## src/hw/rtl/quaternion_to_euler_angles_assert.svh

```systemverilog
// Assertion macros for the quaternion to Euler angle converter.
`ifndef QUATERNION_TO_EULER_ANGLES_ASSERT_SVH
`define QUATERNION_TO_EULER_ANGLES_ASSERT_SVH
`ifndef SYNTHESIS
`define QTE_ASSERT_IMPL(label, clk, rst_n, ante, cons) \
    label: assert property (@(posedge clk) disable iff (!rst_n) (ante) |-> (cons)) \
        else $error("assertion failed");
`define QTE_ASSERT_NEXT(label, clk, rst_n, ante, cons) \
    label: assert property (@(posedge clk) disable iff (!rst_n) (ante) |=> (cons)) \
        else $error("assertion failed");
`else
`define QTE_ASSERT_IMPL(label, clk, rst_n, ante, cons)
`define QTE_ASSERT_NEXT(label, clk, rst_n, ante, cons)
`endif
`endif

```

## src/hw/rtl/qte_pkg.sv

```systemverilog
// Shared constants, types and tables for the quaternion to Euler angle converter.
`default_nettype none
package qte_pkg;
    localparam int CORDIC_STAGES = 14;
    localparam int QW = 16;
    localparam int PW = 32;
    localparam int OPW = 34;
    localparam int CW = 38;
    localparam int AW = 28;
    localparam int SQW = 28;
    localparam int NW = 57;
    localparam int RW = 58;
    localparam int SQRT_STEPS = 29;
    localparam int CRW = 29;
    localparam int FW = 30;

    localparam logic signed [AW-1:0] PI_Q24 = 28'sd52707179;
    localparam logic signed [AW-1:0] HALF_PI_Q24 = 28'sd26353589;
    localparam logic signed [OPW-1:0] POLE_LIM = 34'sd134190884;
    localparam logic signed [OPW-1:0] ONE_Q28 = 34'sd268435456;
    localparam logic [NW-1:0] ONE_Q56 = 57'h100000000000000;

    localparam logic [1:0] POLE_NONE = 2'd0;
    localparam logic [1:0] POLE_POS = 2'd1;
    localparam logic [1:0] POLE_NEG = 2'd2;

    typedef logic [1:0] pole_t;

    typedef struct packed {
        pole_t                  pole;
        logic signed [QW-1:0]   qj;
        logic signed [QW-1:0]   qw;
        logic signed [OPW-1:0]  y1;
        logic signed [OPW-1:0]  x1;
        logic signed [OPW-1:0]  y3;
        logic signed [OPW-1:0]  x3;
        logic signed [OPW-1:0]  s;
    } side_t;

    function automatic logic signed [AW-1:0] atan_q24(input int idx);
        logic signed [AW-1:0] v;
        case (idx)
            0:  v = 28'sd13176795;
            1:  v = 28'sd7778716;
            2:  v = 28'sd4110060;
            3:  v = 28'sd2086331;
            4:  v = 28'sd1047214;
            5:  v = 28'sd524117;
            6:  v = 28'sd262123;
            7:  v = 28'sd131069;
            8:  v = 28'sd65536;
            9:  v = 28'sd32768;
            10: v = 28'sd16384;
            11: v = 28'sd8192;
            12: v = 28'sd4096;
            13: v = 28'sd2048;
            14: v = 28'sd1024;
            15: v = 28'sd512;
            16: v = 28'sd256;
            17: v = 28'sd128;
            18: v = 28'sd64;
            19: v = 28'sd32;
            default: v = '0;
        endcase
        return v;
    endfunction
endpackage
`default_nettype wire

```

## src/hw/rtl/qte_cordic.sv

```systemverilog
// Pipelined vectoring CORDIC giving atan2(y, x) in Q24 radians.
`default_nettype none
module qte_cordic (
    input  wire logic                          clk,
    input  wire logic                          rst_n,
    input  wire logic                          en,
    input  wire logic                          in_valid,
    input  wire logic signed [qte_pkg::OPW-1:0] y,
    input  wire logic signed [qte_pkg::OPW-1:0] x,
    input  qte_pkg::pole_t                     in_tag,
    output logic                               out_valid,
    output logic signed [qte_pkg::AW-1:0]      angle,
    output qte_pkg::pole_t                     out_tag
);
    localparam int N = qte_pkg::CORDIC_STAGES;

    logic                           valid_reg [0:N];
    logic                           zero_reg  [0:N];
    qte_pkg::pole_t                 tag_reg   [0:N];
    logic signed [qte_pkg::CW-1:0]  x_reg     [0:N];
    logic signed [qte_pkg::CW-1:0]  y_reg     [0:N];
    logic signed [qte_pkg::AW-1:0]  acc_reg   [0:N];
    logic signed [qte_pkg::CW-1:0]  x_next    [0:N];
    logic signed [qte_pkg::CW-1:0]  y_next    [0:N];
    logic signed [qte_pkg::AW-1:0]  acc_next  [0:N];
    logic signed [qte_pkg::CW-1:0]  xe, ye, dx, dy;
    logic signed [qte_pkg::AW-1:0]  fin;

    always_comb
    begin
        xe = qte_pkg::CW'(x);
        ye = qte_pkg::CW'(y);
        if (x < 0)
        begin
            x_next[0] = -xe;
            y_next[0] = -ye;
            acc_next[0] = (y >= 0) ? qte_pkg::PI_Q24 : -qte_pkg::PI_Q24;
        end
        else
        begin
            x_next[0] = xe;
            y_next[0] = ye;
            acc_next[0] = '0;
        end
        dx = '0;
        dy = '0;
        for (int g = 0; g < N; g++)
        begin
            dx = x_reg[g] >>> g;
            dy = y_reg[g] >>> g;
            if (y_reg[g] > 0)
            begin
                x_next[g+1] = x_reg[g] + dy;
                y_next[g+1] = y_reg[g] - dx;
                acc_next[g+1] = acc_reg[g] + qte_pkg::atan_q24(g);
            end
            else
            begin
                x_next[g+1] = x_reg[g] - dy;
                y_next[g+1] = y_reg[g] + dx;
                acc_next[g+1] = acc_reg[g] - qte_pkg::atan_q24(g);
            end
        end
        if (zero_reg[N])
        begin
            fin = '0;
        end
        else if (acc_reg[N] > qte_pkg::PI_Q24)
        begin
            fin = qte_pkg::PI_Q24;
        end
        else if (acc_reg[N] < -qte_pkg::PI_Q24)
        begin
            fin = -qte_pkg::PI_Q24;
        end
        else
        begin
            fin = acc_reg[N];
        end
    end

    always_ff @(posedge clk or negedge rst_n)
    begin
        if (!rst_n)
        begin
            for (int g = 0; g <= N; g++)
            begin
                valid_reg[g] <= 1'b0;
            end
        end
        else if (en)
        begin
            valid_reg[0] <= in_valid;
            for (int g = 1; g <= N; g++)
            begin
                valid_reg[g] <= valid_reg[g-1];
            end
        end
    end

    always_ff @(posedge clk)
    begin
        if (en)
        begin
            zero_reg[0] <= (x == 0) && (y == 0);
            tag_reg[0] <= in_tag;
            for (int g = 0; g <= N; g++)
            begin
                x_reg[g] <= x_next[g];
                y_reg[g] <= y_next[g];
                acc_reg[g] <= acc_next[g];
            end
            for (int g = 1; g <= N; g++)
            begin
                zero_reg[g] <= zero_reg[g-1];
                tag_reg[g] <= tag_reg[g-1];
            end
        end
    end

    assign out_valid = valid_reg[N];
    assign angle = fin;
    assign out_tag = tag_reg[N];
endmodule
`default_nettype wire

```

## config.mk

```make
export PLATFORM = sky130hd
export DESIGN_NAME = qte_cordic
export DESIGN_NICKNAME = d
export VERILOG_FILES = /design/src/hw/rtl/quaternion_to_euler_angles_assert.svh /design/src/hw/rtl/qte_pkg.sv /design/src/hw/rtl/qte_cordic.sv
export SDC_FILE = /design/constraint.sdc
export NUM_CORES = 2
export LEC_CHECK = 0
export BUFFER_PORTS_ARGS = -buffer_cell sky130_fd_sc_hd__buf_2
export CAP_MARGIN = 10
export CORE_MARGIN = 2
export CORE_UTILIZATION = 50
export CTS_CLUSTER_SIZE = 24
export DETAILED_ROUTE_END_ITERATION = 6
export PLACE_DENSITY = 0.8
export SLEW_MARGIN = 40
export SYNTH_ARGS = -nofsm -noshare
export SYNTH_HDL_FRONTEND = slang
export SYNTH_SLANG_ARGS = --single-unit
```

## constraint.sdc

```tcl
create_clock -name clk -period 6.3 [get_ports clk]
set_input_delay 1.575 -clock clk [delete_from_list [all_inputs] [get_ports clk]]
set_output_delay 1.575 -clock clk [all_outputs]
set_load 0.005 [all_outputs]
```

Word-level counts from Yosys, hierarchy flattened
Memories as Yosys holds them, arrays and structs flattened. Cells that the tools add are included.

$add $sub $neg: 85. Magnitude comparators: 18. Multiplexer cells: 79. Reduce and logical (&&, ||, !) cells: 3.

Operators by type and width (number): 28-bit 2-to-1 mux (47); 38-bit 2-to-1 mux (30); 38-bit by 1-bit greater-than comparator with 1-bit output, second input constant (14); 28-bit adder (14); 28-bit subtractor (14); 38-bit by 25-bit adder with 38-bit output (2); 38-bit by 26-bit adder with 38-bit output (2); 38-bit by 27-bit adder with 38-bit output (2); 38-bit by 28-bit adder with 38-bit output (2); 38-bit by 29-bit adder with 38-bit output (2); 38-bit by 30-bit adder with 38-bit output (2); 38-bit by 31-bit adder with 38-bit output (2); 38-bit by 32-bit adder with 38-bit output (2); 38-bit by 33-bit adder with 38-bit output (2); 38-bit by 34-bit adder with 38-bit output (2); 38-bit by 35-bit adder with 38-bit output (2); 38-bit by 36-bit adder with 38-bit output (2); 38-bit by 37-bit adder with 38-bit output (2); 34-bit negator with 38-bit output (2); 38-bit by 25-bit subtractor with 38-bit output (2); 38-bit by 26-bit subtractor with 38-bit output (2); 38-bit by 27-bit subtractor with 38-bit output (2); 38-bit by 28-bit subtractor with 38-bit output (2); 38-bit by 29-bit subtractor with 38-bit output (2); other kinds (17) (28).

Flip-flop bits (word level): 15. Memory bits (writable): 1605. Output and inout port bits: 31. Word-level logic and storage cells: 205. Memories kept: 5.

Memories: x_reg (words 15, width 38, read ports 14, clocked after memory_dff 0, write ports 15, RTL line qte_cordic.sv:20) `logic signed [qte_pkg::CW-1:0] x_reg [0:N];`; y_reg (words 15, width 38, read ports 14, clocked after memory_dff 0, write ports 15, RTL line qte_cordic.sv:21) `logic signed [qte_pkg::CW-1:0] y_reg [0:N];`; acc_reg (words 15, width 28, read ports 15, clocked after memory_dff 0, write ports 15, RTL line qte_cordic.sv:22) `logic signed [qte_pkg::AW-1:0] acc_reg [0:N];`; tag_reg (words 15, width 2, read ports 15, clocked after memory_dff 0, write ports 15, RTL line qte_cordic.sv:19) `qte_pkg::pole_t tag_reg [0:N];`; zero_reg (words 15, width 1, read ports 15, clocked after memory_dff 0, write ports 15, RTL line qte_cordic.sv:18) `logic zero_reg [0:N];`.

Longest topological paths before layout
Depth after elaboration: 4. Gate-level depth with buffers: 27.

Worst setup path after synthesis
Ideal clock, no wire load.

Path type: register to register. Start: mem y_reg[1][94] (netlist name). End: mem y_reg[1][150] (netlist name), data pin. Library setup time: 0.259 ns. Arrival time: 5.950 ns. Required time: 6.041 ns. Slack: 0.091 ns. Cell stages (with the launch flop): 25. Buffers on the path: 3. Path through: edfxtp_1 > or4_1 > or2_2 > nor3_1 > nand2_1 > or3_1 > clkbuf_1 > nor2b_1 > clkbuf_1 > inv_1 > buf_2 > nor2_1 > xor2_1 > ha_1 > nor2b_1 > o21ai_1 > a21boi_1 > o31a_1 > o2111a_1 > or4_1 > a31oi_2 > o221ai_2 > a2111o_1 > a41oi_1 > xnor2_1.

RTL lines (RTL line): from (decl) (qte_cordic.sv:21).

==> qor.txt <==
SYNTHESIS
------------------------------------------------------------------------------------
Register bit count reported by yosys                                           1,468
Sequential fraction of the synthesis area                                      36.5%
Number of library cell types mapped by synthesis                                 102
Library cell with the highest instance count after synthesis            sky130_fd_sc_hd__edfxtp_1
Most used DFF post-synth                                                sky130_fd_sc_hd__edfxtp_1
Share of flip-flops with an asynchronous set or reset after synthesis          1.02%
Count of mapped cells out of synthesis                                         12.6k
Count of synthesis-stage warnings from yosys                                       0
Most instantiated cells after synthesis                                 sky130_fd_sc_hd__edfxtp_1 (1,453), sky130_fd_sc_hd__ha_1 (1,249), sky130_fd_sc_hd__xnor2_1 (1,216), sky130_fd_sc_hd__a21oi_1 (1,198), sky130_fd_sc_hd__nor2_1 (867)
Number of flops mapped to enable cells by yosys                                1,453
Mapped Avg Cell Area                                                      9.59 sq um
Portion of synthesized cell area occupied by the leading cell type             36.2%
Total standard cell area after synthesis                                 0.121 sq mm
Top post-synthesis cells by area                                        sky130_fd_sc_hd__edfxtp_1 (36%), sky130_fd_sc_hd__ha_1 (13%), sky130_fd_sc_hd__xnor2_1 (8.8%)
Post-synthesis cell type with the largest combined area                 sky130_fd_sc_hd__edfxtp_1

GRT
------------------------------------------------------------------------------------
Via count of the first global-routing pass                                     92.6k
Tot GR Track Use                                                               25.0%
Overflow after GRT                                                                 0
Antenna violations before repair                                                   5
Wire length of the first global-routing pass                              497,000 um
Maximum number of pins on one net before global-route repair                     168

WORST SETUP PATH
------------------------------------------------------------------------------------
Worst r2r path cells                                                              23
Endpoint required time on the critical path                                  6.90 ns
Internal reg-to-reg setup slack                                              0.27 ns
Arrival time of data at the critical path endpoint                           6.62 ns
Source of the critical timing path                                      y_reg[0][275]
Delay of the slowest cell on the worst path                                  0.45 ns
Worst Path Max Fanout                                                             26
Family with the most delay on the worst path                            compound AO/OA/AOI/OAI gates
Slowest stage cell, crit path                                           sky130_fd_sc_hd__edfxtp_1
Cells traversed along the worst timing path                             or3_1 > nor3_1 > nand2b_1 > nor4_2 > and4_1 > nor2b_1 > and3_1 > nor2_4 > clkinv_1 > nor2_1 > xnor2_1 > ha_1 > o21ai_0 > a21boi_1 > o31ai_1 > a2111oi_1 > o31ai_1 > a31oi_1 > o21ai_0 > o41ai_1 > buf_4 > a41oi_1 > xnor2_1
Buf+Inv Stages, Crit Path                                                          2
WS Path Type                                                                 reg2reg
CP Capture Type                                                             register
Reg-to-reg startpoint                                                   y_reg[0][275]
Endpoint of the worst register-to-register path                         x_reg[1][35]
Startpoint kind of the worst setup timing path                              register

DRT
------------------------------------------------------------------------------------
Average vias per placed instance                                                6.01
DRC violations left                                                                0
Total Routed Length                                                       316,000 um
Wire length per cell after detailed routing                                  19.5 um
Total via count after detailed routing                                         97.4k
Detailed-routing iteration count for the pre-antenna-repair pass                   6
Iter 0 DRT Violations                                                          8,050
Remaining antenna violation count                                                  0

STA
------------------------------------------------------------------------------------
Final period demand of the worst path                                        6.03 ns
Slew at the pin closest to its max-slew limit                               0.842 ns
Final Max Tran Viols                                                               0
Post-route worst hold slack                                                 0.396 ns
Final worst path period share                                                  95.7%
Setup-violating endpoint count in the final report                                 0
Worst clock skew on the final layout                                       0.0723 ns
Highest clock rate                                                         0.166 GHz
Worst slew margin                                                              43.4%
Number of endpoints with negative hold slack in the final report                   0

CELLS AND AREA
------------------------------------------------------------------------------------
Fraction of final layout cells with drive strength greater than 1              6.45%
Flip-flop count of the largest register, all copies and words added              531
Final #Nets                                                                    14.2k
Area grow syn2layout                                                           9.75%
Non-filler cells, final                                                        16.2k
FILL cells                                                                     21.0k

CTS
------------------------------------------------------------------------------------
CTS sink count                                                                 1,468
CTS H-Tree Depth                                                                   4
Clock root buffer master                                                sky130_fd_sc_hd__clkbuf_16
TritonCTS clock tree                                                             yes
Maximum clock path buffer count                                                    3
Worst-Skew Late Latency                                                      0.87 ns
CTS buffer count                                                                 161
Worst-path clk slew                                                          0.07 ns

PLACEMENT
------------------------------------------------------------------------------------
Quantity of I/O buffers inserted on ports                                        104
GPL Wtd Cong                                                                    1.00
HPWL Detailed                                                             249,000 um
Number of placed cells counting well taps                                      15.9k

FLOORPLANNING
------------------------------------------------------------------------------------
Core area                                                                0.240 sq mm
Initial cell density of the core                                               50.2%
Die outline height                                                            495 um
Boundary pin count                                                               105
Floorplan die width                                                           495 um
Count of standard-cell rows                                                      180
Floorplan die area                                                       0.245 sq mm

RUN
------------------------------------------------------------------------------------
Max-cap viol count                                                                 0

MIN PATH
------------------------------------------------------------------------------------
Hold worst-path end                                                     acc_reg[1][41]
Startpoint of the worst hold path                                       acc_reg[1][13]
Cell depth of the worst hold path                                                  0
Worst min-delay path category                                                reg2reg

OUTCOME
------------------------------------------------------------------------------------
Status                                                                  finished clean

cell families after synthesis:
group,after synthesis,share of synthesized area [%]
adder cells (fa/ha/maj),1288,13.6
buffers and inverters,849,2.69
XOR/XNOR,1800,13.1
AND/OR/NAND/NOR,3212,13.2
other,1,0.00311
AO/OA/AOI/OAI,3901,20.5
flip-flops,1468,36.5
multiplexers,45,0.395
repair_timing:
| action | CTS | global route |
|---|---|---|
| gates cloned | 0 | 1 |
| setup endpoints to repair | 1 | 124 |
| buffers inserted | 0 | 5 |
| pin swaps | 0 | 6 |
| hold buffers | 0 | 0 |
| resized for setup | 1 | 93 |
metrics by stage:
stage | cell area (sq um) | setup WS [ns] | TNS [ns] | util, %
global placement | 126000 | 0.0949 | 0 | 52.6
detailed placement | 126000 | -0.0154 | -0.0154 | 52.6
CTS | 132000 | 0.00517 | 0 | 54.9
global route | 132000 | -0.0422 | -0.134 | 55.1
floorplan | 121000 | 0.0910 | 0 | -
finish | 132000 | 0.273 | 0 | 55.1
worst reg2reg max path, delay by kind of cell, from the launching register on:
family	cells	cell delay [ns]
AO/OA/AOI/OAI	9	2.15
XOR/XNOR	2	0.32
adder cells (fa/ha/maj)	1	0.35
buffers and inverters	2	0.41
flip-flops	1	0.45
AND/OR/NAND/NOR	9	2.10
placed cells by master, fill, tap and decap left out, types with 60 or more instances in the layout:
cell type                   netlist  routed
sky130_fd_sc_hd__edfxtp_1      1453    1453
sky130_fd_sc_hd__ha_1          1249    1249
sky130_fd_sc_hd__xnor2_1       1216    1216
sky130_fd_sc_hd__a21oi_1       1198    1188
sky130_fd_sc_hd__nor2_1         867     864
sky130_fd_sc_hd__o21ai_0        797     778
sky130_fd_sc_hd__nand2_1        733     733
sky130_fd_sc_hd__inv_1          605     602
sky130_fd_sc_hd__xor2_1         584     584
sky130_fd_sc_hd__a21o_1         577     577
sky130_fd_sc_hd__nor3_1         268     257
sky130_fd_sc_hd__buf_4            2     257
sky130_fd_sc_hd__nand2b_1       238     238
sky130_fd_sc_hd__nand3_1        206     205
sky130_fd_sc_hd__o31ai_1        206     205
sky130_fd_sc_hd__o21bai_1       199     199
sky130_fd_sc_hd__o21a_1         165     165
sky130_fd_sc_hd__clkbuf_16        0     164
sky130_fd_sc_hd__nor2b_1        163     160
sky130_fd_sc_hd__or3_1          138     138
sky130_fd_sc_hd__nand4_1        117     117
sky130_fd_sc_hd__a31oi_1        118     114
sky130_fd_sc_hd__nor4_1         110     105
sky130_fd_sc_hd__buf_2           25     103
sky130_fd_sc_hd__and3_1          97      97
sky130_fd_sc_hd__a211oi_1        97      92
sky130_fd_sc_hd__o41ai_1         79      76
sky130_fd_sc_hd__or4_1           74      74
sky130_fd_sc_hd__o211ai_1        60      60
layout make-up:
type                       instances  area [sq um]  share of cell area [%]
timing repair buffer             376          2780                    2.10
clock inverter                   101          1210                   0.916
antenna                            1          2.50                 0.00189
multi-input combinational      10300         73700                    55.7
tap                             3185          3990                    3.01
clock buffer                     197          4250                    3.21
inverter                         616          2320                    1.76
sequential                      1468         44000                    33.3
layer usage:
metal	routed length [um]	vias up	track usage (%)
li1	-	47300	-
met1	130000	45900	31.4
met2	152000	3297	43.1
met3	20300	768	3.45
met4	13700	4	10.3
met5	28	-	0
how the worst max path moves through the flow:
stage | to | slack [ns] | cells after the start
finish | x_reg[1][35] | 0.27 | 23
global route | x_reg[1][35] | -0.04 | 23
CTS | y_reg[0][150] | 0.005 | 23
detailed placement | x_reg[0][184] | -0.02 | 23
global placement | x_reg[0][184] | 0.09 | 23
floorplan | y_reg[1][150] | 0.09 | 24
Power is not shown: default switching activity piles up to over one toggle a cycle in this logic, so the estimate is an artifact.
